[src/rtl/core/pli_pkg.sv]
`timescale 1ns / 1ps
// ----------------------------------------------------------------------------
// pli_pkg
// Shared types and constants of the piecewise linear interpolator.
// ----------------------------------------------------------------------------
package pli_pkg;

  localparam int MaxPointsDef = 16;
  localparam int MinPoints    = 2;
  localparam int FracBits     = 16;
  localparam int ValW         = 32;
  localparam int CountW       = 5;
  localparam int IndexW       = 4;

  localparam logic [CountW-1:0] CountRst = CountW'(MinPoints);

  typedef enum logic {
    REQ_LOAD  = 1'b0,
    REQ_QUERY = 1'b1
  } req_e;

  typedef enum logic [2:0] {
    S_IDLE,
    S_SCAN,
    S_DIV,
    S_MUL,
    S_ADD
  } state_e;

endpackage

[src/rtl/core/piecewise_linear_interpolator.sv]
`timescale 1ns / 1ps
// ----------------------------------------------------------------------------
// piecewise_linear_interpolator
// Breakpoint table (x, y) in Q16.16 with linear interpolation between the
// two entries that bracket a query.
//
//   channel   direction  handshake                 payload
//   request   in         start, busy               req_type, point_index,
//                                                  point_x, point_y, query_x
//   result    out        done_o (one-cycle strobe) height_o
//   config    in         cfg_valid_i, cfg_ready_o  cfg_data_i (point count)
//
// A load leaves busy low. A query scans the table entries in use, one entry
// per cycle through the RAM read port, then runs a 16-step restoring divider,
// one multiply and one add; it skips these when the query falls outside the
// table. Reset clears control state only; table contents are undefined until
// loaded. The receiver cannot stall.
// ----------------------------------------------------------------------------
module piecewise_linear_interpolator #(
  parameter int MaxPoints = pli_pkg::MaxPointsDef
) (
  input  logic                         clk_i,
  input  logic                         rst_ni,
  input  logic                         start,
  output logic                         busy,
  input  logic                         req_type_i,
  input  logic [pli_pkg::IndexW-1:0]   point_index_i,
  input  logic signed [pli_pkg::ValW-1:0] point_x_i,
  input  logic signed [pli_pkg::ValW-1:0] point_y_i,
  input  logic signed [pli_pkg::ValW-1:0] query_x_i,
  output logic                         done_o,
  output logic signed [pli_pkg::ValW-1:0] height_o,
  input  logic                         cfg_valid_i,
  output logic                         cfg_ready_o,
  input  logic [pli_pkg::CountW-1:0]   cfg_data_i
);

  import pli_pkg::*;

  localparam int AW    = $clog2(MaxPoints);
  localparam int CW    = $clog2(MaxPoints + 1);
  localparam int StepW = $clog2(FracBits);
  localparam int DW    = ValW + 1;
  localparam int PW    = DW + FracBits + 1;

  state_e state_q, state_d;

  logic [CountW-1:0]   pcount_q;
  logic [CW-1:0]       n_q, n_d, n_clamp;
  logic [CW-1:0]       cnt_q, cnt_d, didx_q, didx_d;
  logic                dv_q, dv_d;
  logic signed [ValW-1:0] q_q, q_d;
  logic [2*ValW-1:0]   prev_q, prev_d;
  logic [DW-1:0]       rem_q, rem_d, den_q, den_d;
  logic signed [DW-1:0] dy_q, dy_d;
  logic signed [ValW-1:0] y0_q, y0_d;
  logic [FracBits-1:0] quo_q, quo_d;
  logic [StepW-1:0]    step_q, step_d;
  logic signed [ValW-1:0] prod_q, prod_d;
  logic                valid_q, valid_d;
  logic signed [ValW-1:0] height_q, height_d;

  logic                accept, is_query, is_load;
  logic                we, re;
  logic [2*ValW-1:0]   rdata;
  logic signed [ValW-1:0] cur_x, cur_y, prev_x, prev_y;
  logic                gt, first_hit, last_miss, div_last;
  logic [DW:0]         shifted;
  logic                ge;
  logic signed [PW-1:0] prod;

  assign accept   = start && !busy;
  assign is_query = req_type_i == REQ_QUERY;
  assign is_load  = req_type_i == REQ_LOAD;
  assign busy     = state_q != S_IDLE;
  assign cfg_ready_o = !busy;

  always_comb begin
    if (32'(pcount_q) > MaxPoints) begin
      n_clamp = CW'(MaxPoints);
    end else if (32'(pcount_q) < MinPoints) begin
      n_clamp = CW'(MinPoints);
    end else begin
      n_clamp = CW'(pcount_q);
    end
  end

  // Loads only happen while idle, so a scan never reads an entry in flight.
  assign we = accept && is_load && (32'(point_index_i) < MaxPoints);
  assign re = (state_q == S_SCAN) && (cnt_q < n_q);

  pli_ram #(
    .Width (2 * ValW),
    .Depth (MaxPoints)
  ) u_table (
    .clk_i   (clk_i),
    .we_i    (we),
    .waddr_i (AW'(point_index_i)),
    .wdata_i ({point_x_i, point_y_i}),
    .re_i    (re),
    .raddr_i (cnt_q[AW-1:0]),
    .rdata_o (rdata)
  );

  assign cur_x  = rdata[2*ValW-1:ValW];
  assign cur_y  = rdata[ValW-1:0];
  assign prev_x = prev_q[2*ValW-1:ValW];
  assign prev_y = prev_q[ValW-1:0];

  assign gt        = dv_q && (cur_x > q_q);
  assign first_hit = gt && (didx_q == '0);
  assign last_miss = dv_q && !gt && (didx_q == n_q - CW'(1));
  assign div_last  = step_q == StepW'(FracBits - 1);

  assign shifted = {rem_q, 1'b0};
  assign ge      = shifted >= {1'b0, den_q};
  assign prod    = dy_q * $signed({1'b0, quo_q});

  // next state
  always_comb begin
    state_d = state_q;
    unique case (state_q)
      S_IDLE: begin
        if (accept && is_query) begin
          state_d = S_SCAN;
        end
      end
      S_SCAN: begin
        if (first_hit || last_miss) begin
          state_d = S_IDLE;
        end else if (gt) begin
          state_d = S_DIV;
        end
      end
      S_DIV: begin
        if (div_last) begin
          state_d = S_MUL;
        end
      end
      S_MUL:   state_d = S_ADD;
      S_ADD:   state_d = S_IDLE;
      default: state_d = S_IDLE;
    endcase
  end

  // datapath and outputs
  always_comb begin
    n_d      = n_q;
    cnt_d    = cnt_q;
    didx_d   = didx_q;
    dv_d     = 1'b0;
    q_d      = q_q;
    prev_d   = prev_q;
    rem_d    = rem_q;
    den_d    = den_q;
    dy_d     = dy_q;
    y0_d     = y0_q;
    quo_d    = quo_q;
    step_d   = step_q;
    prod_d   = prod_q;
    valid_d  = 1'b0;
    height_d = height_q;
    unique case (state_q)
      S_IDLE: begin
        if (accept && is_query) begin
          n_d   = n_clamp;
          cnt_d = '0;
          q_d   = query_x_i;
        end
      end
      S_SCAN: begin
        if (re) begin
          cnt_d  = cnt_q + CW'(1);
          dv_d   = 1'b1;
          didx_d = cnt_q;
        end
        if (first_hit || last_miss) begin
          height_d = cur_y;
          valid_d  = 1'b1;
        end else if (gt) begin
          rem_d  = DW'({q_q[ValW-1], q_q} - {prev_x[ValW-1], prev_x});
          den_d  = DW'({cur_x[ValW-1], cur_x} - {prev_x[ValW-1], prev_x});
          dy_d   = DW'({cur_y[ValW-1], cur_y} - {prev_y[ValW-1], prev_y});
          y0_d   = prev_y;
          quo_d  = '0;
          step_d = '0;
        end else if (dv_q) begin
          prev_d = rdata;
        end
      end
      S_DIV: begin
        if (ge) begin
          rem_d = DW'(shifted - {1'b0, den_q});
        end else begin
          rem_d = shifted[DW-1:0];
        end
        quo_d  = {quo_q[FracBits-2:0], ge};
        step_d = step_q + StepW'(1);
      end
      S_MUL: begin
        prod_d = prod[FracBits +: ValW];
      end
      S_ADD: begin
        height_d = y0_q + prod_q;
        valid_d  = 1'b1;
      end
      default: ;
    endcase
  end

  always_ff @(posedge clk_i or negedge rst_ni) begin
    if (!rst_ni) begin
      state_q  <= S_IDLE;
      pcount_q <= CountRst;
      valid_q  <= 1'b0;
      dv_q     <= 1'b0;
    end else begin
      state_q <= state_d;
      valid_q <= valid_d;
      dv_q    <= dv_d;
      if (cfg_valid_i && cfg_ready_o) begin
        pcount_q <= cfg_data_i;
      end
    end
  end

  always_ff @(posedge clk_i) begin
    n_q      <= n_d;
    cnt_q    <= cnt_d;
    didx_q   <= didx_d;
    q_q      <= q_d;
    prev_q   <= prev_d;
    rem_q    <= rem_d;
    den_q    <= den_d;
    dy_q     <= dy_d;
    y0_q     <= y0_d;
    quo_q    <= quo_d;
    step_q   <= step_d;
    prod_q   <= prod_d;
    height_q <= height_d;
  end

  assign done_o   = valid_q;
  assign height_o = height_q;

  a_query_busy: assert property (@(posedge clk_i) disable iff (!rst_ni)
    (accept && is_query) |=> busy)
    else $error("query did not start");

  a_load_idle: assert property (@(posedge clk_i) disable iff (!rst_ni)
    (accept && is_load) |=> (!busy && !done_o))
    else $error("load left block busy or made a result");

  a_div_den: assert property (@(posedge clk_i) disable iff (!rst_ni)
    (state_q == S_DIV) |-> (den_q != '0 && rem_q < den_q))
    else $error("divider remainder out of range");

  a_done_single: assert property (@(posedge clk_i) disable iff (!rst_ni)
    done_o |=> !done_o)
    else $error("result strobe longer than one cycle");

endmodule

[src/rtl/core/pli_ram.sv]
`timescale 1ns / 1ps
// ----------------------------------------------------------------------------
// pli_ram
// Generic single-write, single-read RAM with registered read data.
// ----------------------------------------------------------------------------
module pli_ram #(
  parameter int Width = 64,
  parameter int Depth = 16
) (
  input  logic                     clk_i,
  input  logic                     we_i,
  input  logic [$clog2(Depth)-1:0] waddr_i,
  input  logic [Width-1:0]         wdata_i,
  input  logic                     re_i,
  input  logic [$clog2(Depth)-1:0] raddr_i,
  output logic [Width-1:0]         rdata_o
);

  logic [Width-1:0] mem_q [Depth];
  logic [Width-1:0] rdata_q;

  always_ff @(posedge clk_i) begin
    if (we_i) begin
      mem_q[waddr_i] <= wdata_i;
    end
    if (re_i) begin
      rdata_q <= mem_q[raddr_i];
    end
  end

  assign rdata_o = rdata_q;

endmodule
[config.mk]
export PLATFORM = sky130hd
export DESIGN_NAME = piecewise_linear_interpolator
export DESIGN_NICKNAME = d
export VERILOG_FILES = /design/src/rtl/core/pli_pkg.sv /design/src/rtl/core/piecewise_linear_interpolator.sv /design/src/rtl/core/pli_ram.sv
export SDC_FILE = /design/constraint.sdc
export NUM_CORES = 2
export LEC_CHECK = 0
export BUFFER_PORTS_ARGS = -buffer_cell sky130_fd_sc_hd__buf_2
export CAP_MARGIN = 20
export CELL_PAD_IN_SITES_DETAIL_PLACEMENT = 1
export CELL_PAD_IN_SITES_GLOBAL_PLACEMENT = 1
export CORE_AREA = 2 2 561 563
export CTS_BUF_LIST = sky130_fd_sc_hd__clkbuf_4 sky130_fd_sc_hd__clkbuf_8
export CTS_CLUSTER_SIZE = 20
export DETAILED_ROUTE_END_ITERATION = 8
export DIE_AREA = 0 0 563 565
export PLACE_DENSITY_LB_ADDON = 0.1
export SLEW_MARGIN = 15
export SYNTH_ARGS = -nofsm -noshare
export SYNTH_HDL_FRONTEND = slang
export SYNTH_SLANG_ARGS = --single-unit
[constraint.sdc]
create_clock -name clk_i -period 12.1 [get_ports clk_i]
set_input_delay 2.42 -clock clk_i [delete_from_list [all_inputs] [get_ports clk_i]]
set_output_delay 2.42 -clock clk_i [all_outputs]
set_load 0.05 [all_outputs]
==> metrics.csv <==
stage,metric,value,unit
placement,post-DP HPWL,155.8,mm
logic_synthesis,dominant synthesized flop cell,edfxtp_1,
placement,PortBufs,144,
logic_synthesis,Synth Instances,5256,
setup_path,reg2reg path depth,23,
logic_synthesis,"EDFF count, synth",1414,
cells_and_area,Area Growth Syn to Fin,13.97,%
detailed_routing,top sig layer,met5,
setup_path,Worst path slowest cell,edfxtp_1,
cells_and_area,Util after Layout,28.40,%
detailed_routing,met2 wire length,116.0,mm
die,Rows,205,
timing,setup violators final,0,
timing,crit share post-route,63.65,%
clock_tree,CTS Root Cell,clkbuf_8,
logic_synthesis,synth warn,0,
setup_path,crit path cell chain,buf_4 -> nand2_1 -> fa_1 -> fa_1 -> fa_1 -> inv_1 -> fa_1 -> fa_1 -> inv_1 -> fa_1 -> inv_1 -> ha_1 -> a21o_1 -> a21o_1 -> a21oi_1 -> o21ai_0 -> a21oi_1 -> o21a_1 -> o21ba_2 -> a21oi_1 -> o21a_1 -> a221oi_1 -> xnor2_1,
min_path,worst hold path type,register to register,
logic_synthesis,Yosys cell types,70,
timing,Final Max Slew Viols,0,
timing,worst-margin pin slew,1.035,ns
setup_path,CP endpoint,prod_q[31]$_DFFE_PP_,
detailed_routing,routed len/inst,23.82,microns
setup_path,R2R Path End,prod_q[31]$_DFFE_PP_,
die,I/O pins,145,
logic_synthesis,Synth Net Count,6171,
clock_tree,# Post-CTS Setup Buffers,0,
global_route,grt ovf,0,
run_status,status,"complete, no violations",
setup_path,Critical Path Source Type,register,
setup_path,Buf/Inv on CP,4,
timing,final hold vios,0,
detailed_routing,Met3 Wirelength,7.229,mm
timing,Rel. slew slack,30.98,%
global_route,Tot GR Track Use,14.95,%
die,Die Area,0.3181,sq mm
timing,min cycle time layout,7.701,ns
clock_tree,CTS buffer count,246,
detailed_routing,First-pass DRT Iterations,5,
logic_synthesis,ys async rst share,0.7022,%
logic_synthesis,Syn Area/Cell,14.76,sq um
clock_tree,clk slew on worst S/H paths,0.06,ns
setup_path,Critical R2R Launch,quo_q[3]$_SDFFCE_PN0P_,
setup_path,Worst EP required,12.78,ns
timing,Worst Skew,0.09388,ns
cells_and_area,fillers,33250,
timing,RSZ-0062 raised after global routing,false,
detailed_routing,via-per-instance ratio,4.369,
setup_path,crit path kind,register to register,
detailed_routing,Vias,43250,
setup_path,worst reg-to-reg setup slack,4.40,ns
detailed_routing,Initial DRC Count,2157,
die,Initial Utilization,24.92,%
logic_synthesis,Post-Syn Area,0.07760,sq mm
logic_synthesis,Synth Register Bits,1424,
setup_path,crit path from,quo_q[3]$_SDFFCE_PN0P_,
cells_and_area,Total Nets Final,6475,
clock_tree,Post-CTS Hold Buffers,0,
clock_tree,worst skew pair latency,1.01,ns
timing,setup tns final,0,ns
global_route,initial antenna violation count,51,
global_route,largest net degree at the start of global routing,88,
clock_tree,CTS tree,yes,
setup_path,crit end category,register,
clock_tree,H-tree levels,4,
clock_tree,CTS Buffer Depth,4,
setup_path,WP data arrival,8.38,ns
die,core area,0.3114,sq mm
detailed_routing,Post-Route WL,235.8,mm
timing,FMAX,129.8,MHz
die,Die Span Y,565,microns
clock_tree,clk sink count,1424,
setup_path,Levels on crit path,23,
logic_synthesis,share of the yosys chip area belonging to registers,55.04,%
cells_and_area,share of layout cells above drive strength 1,17.18,%
setup_path,Worst path most repeated cell,fa_1,
die,die width,563,microns
global_route,vias in the first global route,49250,
min_path,HP Start,prev_q[6]$_DFFE_PP_,
clock_tree,CTS resizes,0,
global_route,global-route wire length before repair,348.8,mm
run,Max-cap violations,0,
setup_path,Top delay family on crit path,adder cells,
setup_path,worst-path fanout max,21,
detailed_routing,Post-DRT Antenna Nets,0,
detailed_routing,met1 wire length,108.0,mm
detailed_routing,DRC,0,
placement,Final GP Congestion,0.7373,
timing,hold_ws,0.4343,ns
setup_path,CP peak stage delay,0.87,ns
[state kept, by name, summed over array words and instances, names as in the netlist, 3 cells and up]
name,cells
quo_q,16
prev_q,64
pcount_q,5
n_q,5
u_table.mem_q,1024
q_q,32
state_q,3
den_q,33
didx_q,5
prod_q,32
rem_q,33
height_o,32
y0_q,32
step_q,4
cnt_q,5
u_table.rdata_o,64
dy_q,33
[synthesized netlist by cell type, types with 5 or more instances]
cell,number,share of area (%)
a21oi_1,156,1.0
nand2_1,412,2.0
ha_1,311,5.0
a221oi_1,7,0.079
o21ai_1,25,0.16
nor3b_1,7,0.068
o31ai_1,10,0.097
xnor2_1,122,1.4
nor4_1,5,0.040
a2111oi_0,6,0.068
nand2b_1,38,0.31
buf_1,26,0.13
a41o_1,5,0.065
inv_1,742,3.6
and3_1,35,0.28
nor3_1,39,0.25
mux2_2,6,0.087
nor2_1,125,0.60
fa_1,494,13
nand3_1,42,0.27
nand4_1,17,0.14
o21bai_1,24,0.23
xor2_1,66,0.74
or2_2,6,0.048
o21ai_0,109,0.70
dfrtp_1,9,0.29
nor2b_1,23,0.19
mux4_2,320,9.3
or3_1,11,0.089
a31oi_1,17,0.14
clkbuf_1,155,0.75
a211oi_1,22,0.21
edfxtp_1,1414,55
a21o_1,78,0.75
and2_1,233,1.9
o211ai_1,8,0.077
o21a_1,31,0.30
mux2i_1,28,0.36
a21boi_0,5,0.048
a211o_1,10,0.11
[stage by stage]
stage,worst slack [ns],cell area (sq um),cells
final,4.399,88440,9900
after floorplan,0.8966,77600,5256
after global placement,4.170,83690,9449
after global routing,3.929,88430,9896
after CTS,4.068,88360,9889
after detailed placement,4.099,83710,9450
[final cells by class]
cell class	instances	area [sq um]	share of cell area, %
tap	4140	5180	5.857
timing repair buffer	240	1551	1.754
sequential	1424	42710	48.30
multi-input combinational	2906	31540	35.66
antenna	9	22.52	0.02547
clock buffer	335	4079	4.612
clock inverter	104	570.5	0.6452
inverter	742	2785	3.149
[logic make-up after synthesis]
logic type / synth area share, %
muxes: 9.736
DFF: 55.04
adders and majority gates: 17.76
buffers and inverters: 4.500
and+or+nand+nor: 6.329
xor gates and xnor gates: 2.122
AOI/OAI and AO/OA: 4.508
[cells in the final DEF, fill, tap and decap left out, types with 11 or more instances in the layout]
master       n
ha_1       311
xor2_1      66
nor2_4      12
buf_2      144
clkbuf_8   250
o21bai_1    24
inv_1      742
clkinv_1    57
or3_1       11
a31oi_1     17
o21ai_0    108
edfxtp_1  1414
buf_4       88
a21o_1      78
a211oi_1    22
nand3_1     42
fa_1       494
and2_1     232
nor3_1      33
o21ai_1     25
nand4_1     17
clkbuf_4    85
clkinv_2    38
xnor2_1    122
o21a_1      31
and3_1      35
nor2_1     113
mux2i_1     28
a21oi_1    156
mux4_2     320
nor2b_1     23
nand2b_1    38
nand2_1    411
[per-layer routing]
metal,vias up,global-route usage [%]
met2,585,25.75
li1,19350,-
met3,329,2.008
met5,-,0
met4,22,3.247
met1,22970,19.99
[how the worst min path moves through the flow]
stage	endpoint	slack [ns]	cells after the start
floorplan	prev_q[32]$_DFFE_PP_	0.43	0
global placement	y0_q[12]$_DFFE_PP_	0.43	0
detailed placement	y0_q[8]$_DFFE_PP_	0.43	0
CTS	y0_q[6]$_DFFE_PP_	0.42	0
global route	y0_q[6]$_DFFE_PP_	0.43	0
finish	y0_q[6]$_DFFE_PP_	0.43	0
Power is left out: the tool's default activity adds up to more than one toggle a clock period on the data nets, which glitch-free logic cannot reach.
